===== src/hw/rtl/dgid_pkg.sv =====
// Shared types, constants and helper functions of the DPCM/GAP image decoder.
package dgid_pkg;

	localparam int PIX_W      = 8;
	localparam int MAX_WIDTH  = 1024;
	localparam int COL_W      = $clog2(MAX_WIDTH);
	localparam int ROW_W      = 16;
	localparam int ADDR_W     = COL_W + 1;
	localparam int LINE_DEPTH = 2 * MAX_WIDTH;
	localparam int RES_W      = 11;
	localparam int MODE_W     = 3;
	localparam int FW_W       = 11;
	localparam int FH_W       = 16;
	localparam int APB_AW     = 4;
	localparam int APB_DW     = 32;

	// signed working width of the predictor arithmetic
	localparam int SW = 13;
	// signed width of the gradient differences
	localparam int DW = 11;

	typedef logic [PIX_W-1:0] pix_t;
	typedef logic signed [SW-1:0] wide_t;

	// register indexes
	localparam logic [1:0] REG_MODE   = 2'd0;
	localparam logic [1:0] REG_WIDTH  = 2'd1;
	localparam logic [1:0] REG_HEIGHT = 2'd2;

	// predictor modes
	localparam logic [MODE_W-1:0] MODE_WEST  = 3'd1;
	localparam logic [MODE_W-1:0] MODE_NORTH = 3'd2;
	localparam logic [MODE_W-1:0] MODE_AVG   = 3'd3;
	localparam logic [MODE_W-1:0] MODE_GAP   = 3'd4;

	// ternary codes carried in the residual in GAP mode
	localparam logic signed [RES_W-1:0] CODE_COPY_WEST  = -11'sd1000;
	localparam logic signed [RES_W-1:0] CODE_FIRST_DIFF = 11'sd1000;

	localparam logic signed [DW-1:0] GAP_T_STRONG = 11'sd80;
	localparam logic signed [DW-1:0] GAP_T_MID    = 11'sd32;
	localparam logic signed [DW-1:0] GAP_T_WEAK   = 11'sd8;

	localparam pix_t FIRST_BIAS = 8'd128;

	typedef struct packed {
		pix_t w;
		pix_t ww;
		pix_t n;
		pix_t nw;
		pix_t ne;
		pix_t nn;
		pix_t nne;
	} nbr_t;

	typedef struct packed {
		logic [MODE_W-1:0] mode;
		logic              row_zero;
		logic              col_zero;
		logic              border;
	} pred_ctl_t;

	function automatic wide_t ext_pix(pix_t p);
		return {{(SW-PIX_W){1'b0}}, p};
	endfunction

	function automatic logic [PIX_W-1:0] abs_diff(pix_t a, pix_t b);
		return (a > b) ? a - b : b - a;
	endfunction

	// divide by 2, truncating toward zero
	function automatic wide_t div2_tz(wide_t x);
		wide_t adj;
		adj = {{(SW-1){1'b0}}, x[SW-1]};
		return (x + adj) >>> 1;
	endfunction

	// divide by 4, truncating toward zero
	function automatic wide_t div4_tz(wide_t x);
		wide_t adj;
		adj = {{(SW-2){1'b0}}, x[SW-1], x[SW-1]};
		return (x + adj) >>> 2;
	endfunction

endpackage


===== src/hw/rtl/dgid_predict.sv =====
// Pixel reconstruction: predictor selection, GAP gradients and residual add.
module dgid_predict import dgid_pkg::*; (
	input  logic signed [RES_W-1:0] res,
	input  nbr_t                    nbr,
	input  pred_ctl_t               ctl,
	output pix_t                    pix
);

	logic [PIX_W+1:0] dh;
	logic [PIX_W+1:0] dv;
	logic signed [DW-1:0] d_vh;
	logic signed [DW-1:0] d_hv;
	wide_t w_s;
	wide_t n_s;
	wide_t p0;
	wide_t p1;
	wide_t res_s;
	wide_t pred;
	wide_t sum;
	pix_t  code_pix;
	logic  use_code;

	always_comb begin
		w_s   = ext_pix(nbr.w);
		n_s   = ext_pix(nbr.n);
		res_s = {{(SW-RES_W){res[RES_W-1]}}, res};

		dh = {2'b00, abs_diff(nbr.w, nbr.ww)} + {2'b00, abs_diff(nbr.n, nbr.nw)}
			+ {2'b00, abs_diff(nbr.ne, nbr.n)};
		dv = {2'b00, abs_diff(nbr.w, nbr.nw)} + {2'b00, abs_diff(nbr.n, nbr.nn)}
			+ {2'b00, abs_diff(nbr.n, nbr.nne)};
		d_vh = $signed({1'b0, dv}) - $signed({1'b0, dh});
		d_hv = $signed({1'b0, dh}) - $signed({1'b0, dv});

		p0 = ((w_s + n_s) >>> 1) + div4_tz(ext_pix(nbr.ne) - ext_pix(nbr.nw));
		priority if (d_vh > GAP_T_STRONG) begin
			p1 = w_s;
		end else if (d_hv > GAP_T_STRONG) begin
			p1 = n_s;
		end else if (d_vh > GAP_T_MID) begin
			p1 = div2_tz(p0 + w_s);
		end else if (d_hv > GAP_T_MID) begin
			p1 = div2_tz(p0 + n_s);
		end else if (d_vh > GAP_T_WEAK) begin
			p1 = div4_tz((p0 <<< 1) + p0 + w_s);
		end else if (d_hv > GAP_T_WEAK) begin
			p1 = div4_tz((p0 <<< 1) + p0 + n_s);
		end else begin
			p1 = p0;
		end

		// first neighbour that differs from west, west-west if none does
		priority if (nbr.n != nbr.w) begin
			code_pix = nbr.n;
		end else if (nbr.nn != nbr.w) begin
			code_pix = nbr.nn;
		end else if (nbr.nw != nbr.w) begin
			code_pix = nbr.nw;
		end else if (nbr.ne != nbr.w) begin
			code_pix = nbr.ne;
		end else if (nbr.nne != nbr.w) begin
			code_pix = nbr.nne;
		end else begin
			code_pix = nbr.ww;
		end

		use_code = 1'b0;
		priority if (ctl.row_zero) begin
			pred = ctl.col_zero ? ext_pix(FIRST_BIAS) : w_s;
		end else if (ctl.mode == MODE_NORTH || ctl.border) begin
			pred = n_s;
		end else if (ctl.mode == MODE_WEST) begin
			pred = w_s;
		end else if (ctl.mode == MODE_AVG) begin
			pred = ext_pix((nbr.w >> 1) + (nbr.n >> 1));
		end else begin
			pred = p1;
			if (res == CODE_COPY_WEST) begin
				use_code = 1'b1;
				code_pix = nbr.w;
			end else if (res == CODE_FIRST_DIFF) begin
				use_code = 1'b1;
			end
		end

		sum = res_s + pred;
		pix = use_code ? code_pix : sum[PIX_W-1:0];
	end

endmodule


===== config.mk =====
export PLATFORM = sky130hd
export DESIGN_NAME = dgid_predict
export DESIGN_NICKNAME = d
export VERILOG_FILES = /design/src/hw/rtl/dgid_pkg.sv /design/src/hw/rtl/dgid_predict.sv
export SDC_FILE = /design/constraint.sdc
export NUM_CORES = 1
export LEC_CHECK = 0
export BUFFER_PORTS_ARGS = -buffer_cell sky130_fd_sc_hd__clkbuf_2
export CAP_MARGIN = 20
export CORE_UTILIZATION = 65
export DETAILED_ROUTE_END_ITERATION = 16
export PLACE_DENSITY = 0.84
export SLEW_MARGIN = 10
export SYNTH_ARGS = -nofsm -noshare
export SYNTH_HDL_FRONTEND = slang
export SYNTH_SLANG_ARGS = --single-unit

===== constraint.sdc =====
create_clock -name vclk -period 9.3
set_input_delay 0 -clock vclk [all_inputs]
set_output_delay 0 -clock vclk [all_outputs]
set_load 0.005 [all_outputs]

# ---- Word-level counts from Yosys, hierarchy flattened
# Cells that the tools add are included.
dict set report totals {
  input_bits 73
  reg_bits 0
  word_cells 90
}
dict set report op_classes {
  add_sub_neg 33
  reduce_logical 1
  eq_ne 10
  n_mux 34
  magnitude_cmp 12
}
# operator count
set op_table {}
lappend op_table {{2-to-1 mux 8 bit} 28}
lappend op_table {{subtractor 8 bit} 12}
lappend op_table {{> comparator 8 bit} 6}
lappend op_table {{!= test 8 bit} 5}
lappend op_table {{adder 9 x 8 -> 10 bit} 3}
lappend op_table {{adder 8 x 8 -> 9 bit} 3}
lappend op_table {{adder 12 x 9 -> 13 bit} 2}
lappend op_table {{adder 10 x 9 -> 11 bit} 2}
lappend op_table {{== test 11 bit, second input constant} 2}
lappend op_table {{> comparator 11 x 5 -> 1 bit, second input constant} 2}
lappend op_table {{> comparator 11 x 7 -> 1 bit, second input constant} 2}
lappend op_table {{> comparator 11 x 8 -> 1 bit, second input constant} 2}
lappend op_table {{subtractor 10 x 10 -> 11 bit} 2}
lappend op_table {{adder 10 x 3 -> 10 bit} 2}
lappend op_table {{adder 9 x 2 -> 9 bit} 2}
lappend op_table {{adder 11 x 10 -> 12 bit} 1}
lappend op_table {{adder 9 x 3 -> 10 bit} 1}
lappend op_table {{subtractor 8 x 8 -> 9 bit} 1}
lappend op_table {{adder 7 x 7 -> 8 bit} 1}
lappend op_table {{adder 8 bit} 1}
lappend op_table {{== test 3 x 2 -> 1 bit, second input constant} 2}
lappend op_table {{2-to-1 mux 1 bit} 6}
lappend op_table {{== test 3 x 1 -> 1 bit, second input constant} 1}
lappend op_table {{logical OR 1 bit} 1}

# ---- Longest topological paths before layout
dict set report logic_depth {
  depth_word 18
  depth_mapped 50
  ltp_nobuf 50
}

# ---- Least setup slack after synthesis
# No wires, ideal clock.
dict set report synth_path {
  path_type {input port to output port}
  start {input nbr[48] (netlist bit)}
  end {output pix[7]}
  path_stages 45
  path_slack_ns 0.746
  n_path_buf 3
  required_ns 9.300
  t_arrival_ns 8.554
  cell_sequence {clkbuf_1 inv_1 ha_1 inv_1 fa_1 a21o_1 a21oi_1 o22ai_1 o22a_1 mux2i_1 a221o_1 a221o_1 a221oi_1 o21a_1 o21ai_0 a221oi_1 xnor2_1 fa_1 [9 not listed] a41o_1 clkbuf_1 nand2_1 a221o_1 a21oi_1 nor3_1 o211a_1 ha_1 a21o_1 a21oi_1 o21bai_1 a21oi_1 o21bai_1 a21oi_1 xnor2_1 and3b_1 mux2i_1 nand2_1}
}
dict set report synth_between {
  elab_chain_len 18
  word_cells_on_any_way 59
  classes_between {22 x add/sub; 8 x order compare; 5 x eq/ne; 24 x mux}
}
# element line_no
set synth_lines {}
lappend synth_lines {{from (decl)} dgid_predict.sv:4} ;# input nbr_t nbr,
lappend synth_lines {{subtractor 8 bit / > comparator 8 bit (equally long branches)} dgid_pkg.sv:68} ;# return (a > b) ? a - b : b - a;
lappend synth_lines {{2-to-1 mux 8 bit} dgid_pkg.sv:68}
lappend synth_lines {{adder 8 x 8 -> 9 bit (on tied branches)} {dgid_predict.sv:28, dgid_predict.sv:30}}
lappend synth_lines {{adder 9 x 8 -> 10 bit (on tied branches)} {dgid_predict.sv:29, dgid_predict.sv:31}}
lappend synth_lines {{subtractor 10 x 10 -> 11 bit} dgid_predict.sv:33} ;# d_hv = $signed({1'b0, dh}) - $signed({1'b0, dv});
lappend synth_lines {{> comparator 11 x 5 -> 1 bit} dgid_predict.sv:46} ;# end else if (d_hv > GAP_T_WEAK) begin
lappend synth_lines {{2-to-1 mux 8 bit} dgid_predict.sv:46}
lappend synth_lines {{2-to-1 mux 8 bit} dgid_predict.sv:44} ;# end else if (d_vh > GAP_T_WEAK) begin
lappend synth_lines {{[2 not listed]} n/a}
lappend synth_lines {{2-to-1 mux 8 bit} dgid_predict.sv:38} ;# end else if (d_hv > GAP_T_STRONG) begin
lappend synth_lines {{2-to-1 mux 8 bit} dgid_predict.sv:36} ;# priority if (d_vh > GAP_T_STRONG) begin
lappend synth_lines {{2-to-1 mux 8 bit} dgid_predict.sv:74} ;# end else if (ctl.mode == MODE_AVG) begin
lappend synth_lines {{2-to-1 mux 8 bit} dgid_predict.sv:72} ;# end else if (ctl.mode == MODE_WEST) begin
lappend synth_lines {{2-to-1 mux 8 bit} dgid_predict.sv:70} ;# end else if (ctl.mode == MODE_NORTH || ctl.border) begin
lappend synth_lines {{2-to-1 mux 8 bit} dgid_predict.sv:68} ;# priority if (ctl.row_zero) begin
lappend synth_lines {{adder 8 bit} dgid_predict.sv:86} ;# sum = res_s + pred;
lappend synth_lines {{2-to-1 mux 8 bit (*)} dgid_predict.sv:87} ;# pix = use_code ? code_pix : sum[PIX_W-1:0];
lappend synth_lines {{to (decl)} dgid_predict.sv:6} ;# output pix_t pix
# Mark *: on every way between the ends. The rest lies on a longest branch, timed or not.

# ---- Worst setup path after layout
dict set report layout_path {
  start {input nbr[25] (netlist bit)}
  end {output pix[7]}
}
dict set report layout_between {
  elab_chain_len 18
  word_cells_on_any_way 53
  classes_between {23 x add/sub; 8 x order compare; 1 x eq/ne; 21 x mux}
}
# element line_no
set layout_lines {}
lappend layout_lines {{subtractor 8 x 8 -> 9 bit (tied with other cells)} dgid_predict.sv:35} ;# p0 = ((w_s + n_s) >>> 1) + div4_tz(ext_pix(nbr.ne) - ext_pix(nbr.nw));
lappend layout_lines {{adder 9 x 3 -> 10 bit / 2-to-1 mux 8 bit (equally long branches)} {dgid_pkg.sv:82, dgid_pkg.sv:68}}
lappend layout_lines {{adder 9 x 8 -> 10 bit (tied with other cells)} dgid_predict.sv:35}
lappend layout_lines {{adder 11 x 10 -> 12 bit (tied with other cells)} {dgid_predict.sv:45, dgid_predict.sv:47}}
lappend layout_lines {{adder 12 x 9 -> 13 bit / subtractor 10 x 10 -> 11 bit (equally long branches)} {dgid_predict.sv:47, dgid_predict.sv:33}}
lappend layout_lines {{adder 10 x 3 -> 10 bit / > comparator 11 x 5 -> 1 bit (equally long branches)} {dgid_pkg.sv:82, dgid_predict.sv:46}}
lappend layout_lines {{2-to-1 mux 8 bit} dgid_predict.sv:46}
lappend layout_lines {{2-to-1 mux 8 bit} dgid_predict.sv:44}
lappend layout_lines {{[2 not listed]} n/a}
lappend layout_lines {{2-to-1 mux 8 bit} dgid_predict.sv:38}
lappend layout_lines {{2-to-1 mux 8 bit} dgid_predict.sv:36}
lappend layout_lines {{2-to-1 mux 8 bit} dgid_predict.sv:74}
lappend layout_lines {{2-to-1 mux 8 bit} dgid_predict.sv:72}
lappend layout_lines {{2-to-1 mux 8 bit} dgid_predict.sv:70}
lappend layout_lines {{2-to-1 mux 8 bit} dgid_predict.sv:68}
lappend layout_lines {{adder 8 bit} dgid_predict.sv:86}
lappend layout_lines {{2-to-1 mux 8 bit (*)} dgid_predict.sv:87}
# Marked as above.

==> results <==
- The flow ran to the end, and the final reports show no timing, DRC or antenna violations.
- The area of the placeable core is 16600 sq um.
- The post-route netlist has 16.5% of its cells at a drive strength greater than 1.
- The worst path uses 97.4% of the clock period.
- The first detailed-routing pass took 7 iterations.
- The number of slew-limit violations in the final report is 0.
- Leaving out fill and tap cells, the most frequent cell in the layout is sky130_fd_sc_hd__ha_1.
- The number of cells produced by synthesis is 1472.
- The global-route total usage across every layer is 45.1%.
- The library cells used most frequently in the layout, excluding fill and tap cells, are sky130_fd_sc_hd__ha_1 (195), sky130_fd_sc_hd__inv_1 (151), sky130_fd_sc_hd__xnor2_1 (98).
- The maximum number of pins on one net before global-route repair is 21.
- Yosys mapped the design onto 82 distinct sky130hd cell types.
- The number of design-rule violations left by the first detailed-router iteration is 1215.
- The final critical path time including I/O delays and setup is 9.06 ns.
- Summed over all layers, the global routing overflow is 0.
- Setup violations remaining at the end of the flow were counted as 0.
- The number of gates on the worst path with buffers counted is 44.
- Data on the critical path is required at its endpoint by 9.30 ns.
- By startpoint and endpoint, the worst setup path is classified as input port to output port.
- Across all layers, the routed design uses 12100 vias.
- The number of cell rows is 47.
- The hold-critical path depth is 5.
- The die footprint is 17600 sq um.
- The final layout net count is 1914.
- After detailed routing, the number of remaining DRC violations is 0.
- The final-layout clock buffer total is 0.
- Once layout is done, the placed cells without fillers occupy 12600 sq um.
- The final weighted congestion in routability-driven placement is 1.04.
- During synthesis, Yosys emitted a total of 0 warnings.
- The number of antenna violations at the first check in global routing is 1.
- For the pin with the worst max-slew slack, the measured transition is 0.938 ns.
- Counting stages on the worst path, the most repeated cell is sky130_fd_sc_hd__buf_4.
- The hold buffer count at CTS is 0.
- The slowest stage of the critical path belongs to the cell sky130_fd_sc_hd__fa_1.
- The number of primary I/O pins is 81.
- The cell area that synthesis handed to floorplanning was 11100 sq um.
- The wire length per cell after detailed routing is 22.6 microns.
- The net count of the mapped netlist is 1788.
- The count of buffers added on input and output ports is 81.
- The placed instance area is 12100 sq um.
- In this run the remaining antenna-violating nets after routing total 0.
- The first-pass GRT wire length is 61900 microns.
- Together, buffers and inverters on the worst path number 7.
- The kind of cell adding the most delay to the critical path is compound AO/OA/AOI/OAI gates.
- The repair_antennas step left the layout with diodes totalling 0.
- The sequential element share of the synthesized area is 0%.
- The kind of end point of the critical path is an output port.
- The worst hold slack after final layout is 0.566 ns.
- The starting density of the core is 66.8%.
- The final hold violation count is 0.
- The arrival time of data at the critical path endpoint is 9.06 ns.
- The normalized max-slew margin is 37.2%.
- The number of maximum-capacitance violations is 0.
- The placed instance count is 1796.
- The largest single stage delay on the critical path is 0.60 ns.
- The count of fill cells added during filler insertion is 1334.
- The maximum fanout along the worst path is 6.
- Registers take 0 sq um.
- The x dimension of the die is 133 microns.
- The worst setup path is launched from an input port.
- Compared with the post-synthesis result, the final layout area differs by 13.4%.
- The count of cells in the finished layout, fillers not included, comes to 1816.
- Measured along the y axis, the die boundary spans 133 microns.
- Static timing analysis puts the maximum clock frequency at 110 MHz.
- There are 0 flip-flops and latches.
- For this block, the routed nets add up to 41100 microns of wire.
- The synthesized area per cell is 7.52 sq um.
- The number of global-route vias before repair was 11700.
- After legalization and detailed placement, the total HPWL measured 33600 microns.
- The post-detailed-route via-to-cell ratio is 6.69.
- The kind of path behind the tightest hold check is input port to output port.
## layer usage
layer,global-route usage [%],wire length (microns)
met1,51.1,15200
met2,76.7,18700
met3,6.05,3520
met4,35.2,3710
met5,0,10
## logic make-up (layout without fill, tap and decap cells)
| kind of cell | after synthesis | in the layout | share of synthesized area [%] |
|---|---|---|---|
| AO/OA/AOI/OAI | 462 | 462 | 28.0 |
| XOR/XNOR | 172 | 172 | 14.0 |
| AND/OR/NAND/NOR | 344 | 344 | 16.0 |
| multiplexers | 54 | 54 | 4.96 |
| adder cells (fa/ha/maj) | 243 | 243 | 30.3 |
| buffers and inverters | 197 | 321 | 6.68 |
## worst min-delay path: stages
cell	delay, ns
sky130_fd_sc_hd__clkbuf_2	0.11
sky130_fd_sc_hd__ha_1	0.16
sky130_fd_sc_hd__nand2_1	0.06
sky130_fd_sc_hd__o21ai_0	0.11
sky130_fd_sc_hd__clkbuf_2	0.13
## cell usage after synthesis (8+ instances only)
cell type	number	area, sq um
sky130_fd_sc_hd__nand4_1	18	113
sky130_fd_sc_hd__a31oi_1	9	56.3
sky130_fd_sc_hd__xor2_1	64	561
sky130_fd_sc_hd__o21ai_0	99	495
sky130_fd_sc_hd__o211ai_1	25	188
sky130_fd_sc_hd__a221oi_1	23	201
sky130_fd_sc_hd__o21a_1	30	225
sky130_fd_sc_hd__ha_1	201	2510
sky130_fd_sc_hd__nor2_1	86	323
sky130_fd_sc_hd__mux2i_1	47	470
sky130_fd_sc_hd__fa_1	42	841
sky130_fd_sc_hd__inv_1	154	578
sky130_fd_sc_hd__nand3_1	16	80.1
sky130_fd_sc_hd__a221o_1	9	90.1
sky130_fd_sc_hd__nor2b_1	43	269
sky130_fd_sc_hd__or2_2	9	56.3
sky130_fd_sc_hd__nand2_1	76	285
sky130_fd_sc_hd__xnor2_1	103	902
sky130_fd_sc_hd__a211oi_1	15	113
sky130_fd_sc_hd__a21oi_1	104	521
sky130_fd_sc_hd__and3_1	8	50.1
sky130_fd_sc_hd__o22ai_1	10	62.6
sky130_fd_sc_hd__clkbuf_1	36	135
sky130_fd_sc_hd__nand2b_1	20	125
sky130_fd_sc_hd__o21bai_1	21	158
sky130_fd_sc_hd__o41ai_1	8	70.1
sky130_fd_sc_hd__o31ai_1	11	82.6
sky130_fd_sc_hd__nor3_1	22	110
sky130_fd_sc_hd__a21o_1	34	255
## through the flow
step                util [%]  TNS [ns]  setup slack (ns)
CTS                     73.4         0           0.00842
global placement        72.9    -0.169            -0.151
floorplan                  -         0             0.746
detailed placement      72.9    -0.501            -0.364
finish                  75.7         0             0.241
global route            75.7   -0.0840           -0.0825
## path summary, 6_finish.rpt
kind,startpoint,end,slack (ns)
setup / recovery,nbr[25],pix[7],0.24
hold / removal,res[0],pix[0],0.57
## repair_timing
item / in CTS / in global routing
resized for setup: 15 / 65
setup buffers: 3 / 17
pin swaps: 5 / 24
setup endpoints to repair: 4 / 5
## cell type report
class / instances / area (sq um) / area share [%]
Multi-Input combinational cell: 1275 / 10600 / 84.8
Timing Repair Buffer: 166 / 1050 / 8.36
Inverter: 155 / 589 / 4.69
Tap cell: 220 / 275 / 2.19
Power is not shown: default switching activity piles up to over one toggle a cycle in this logic, so the estimate is an artifact.
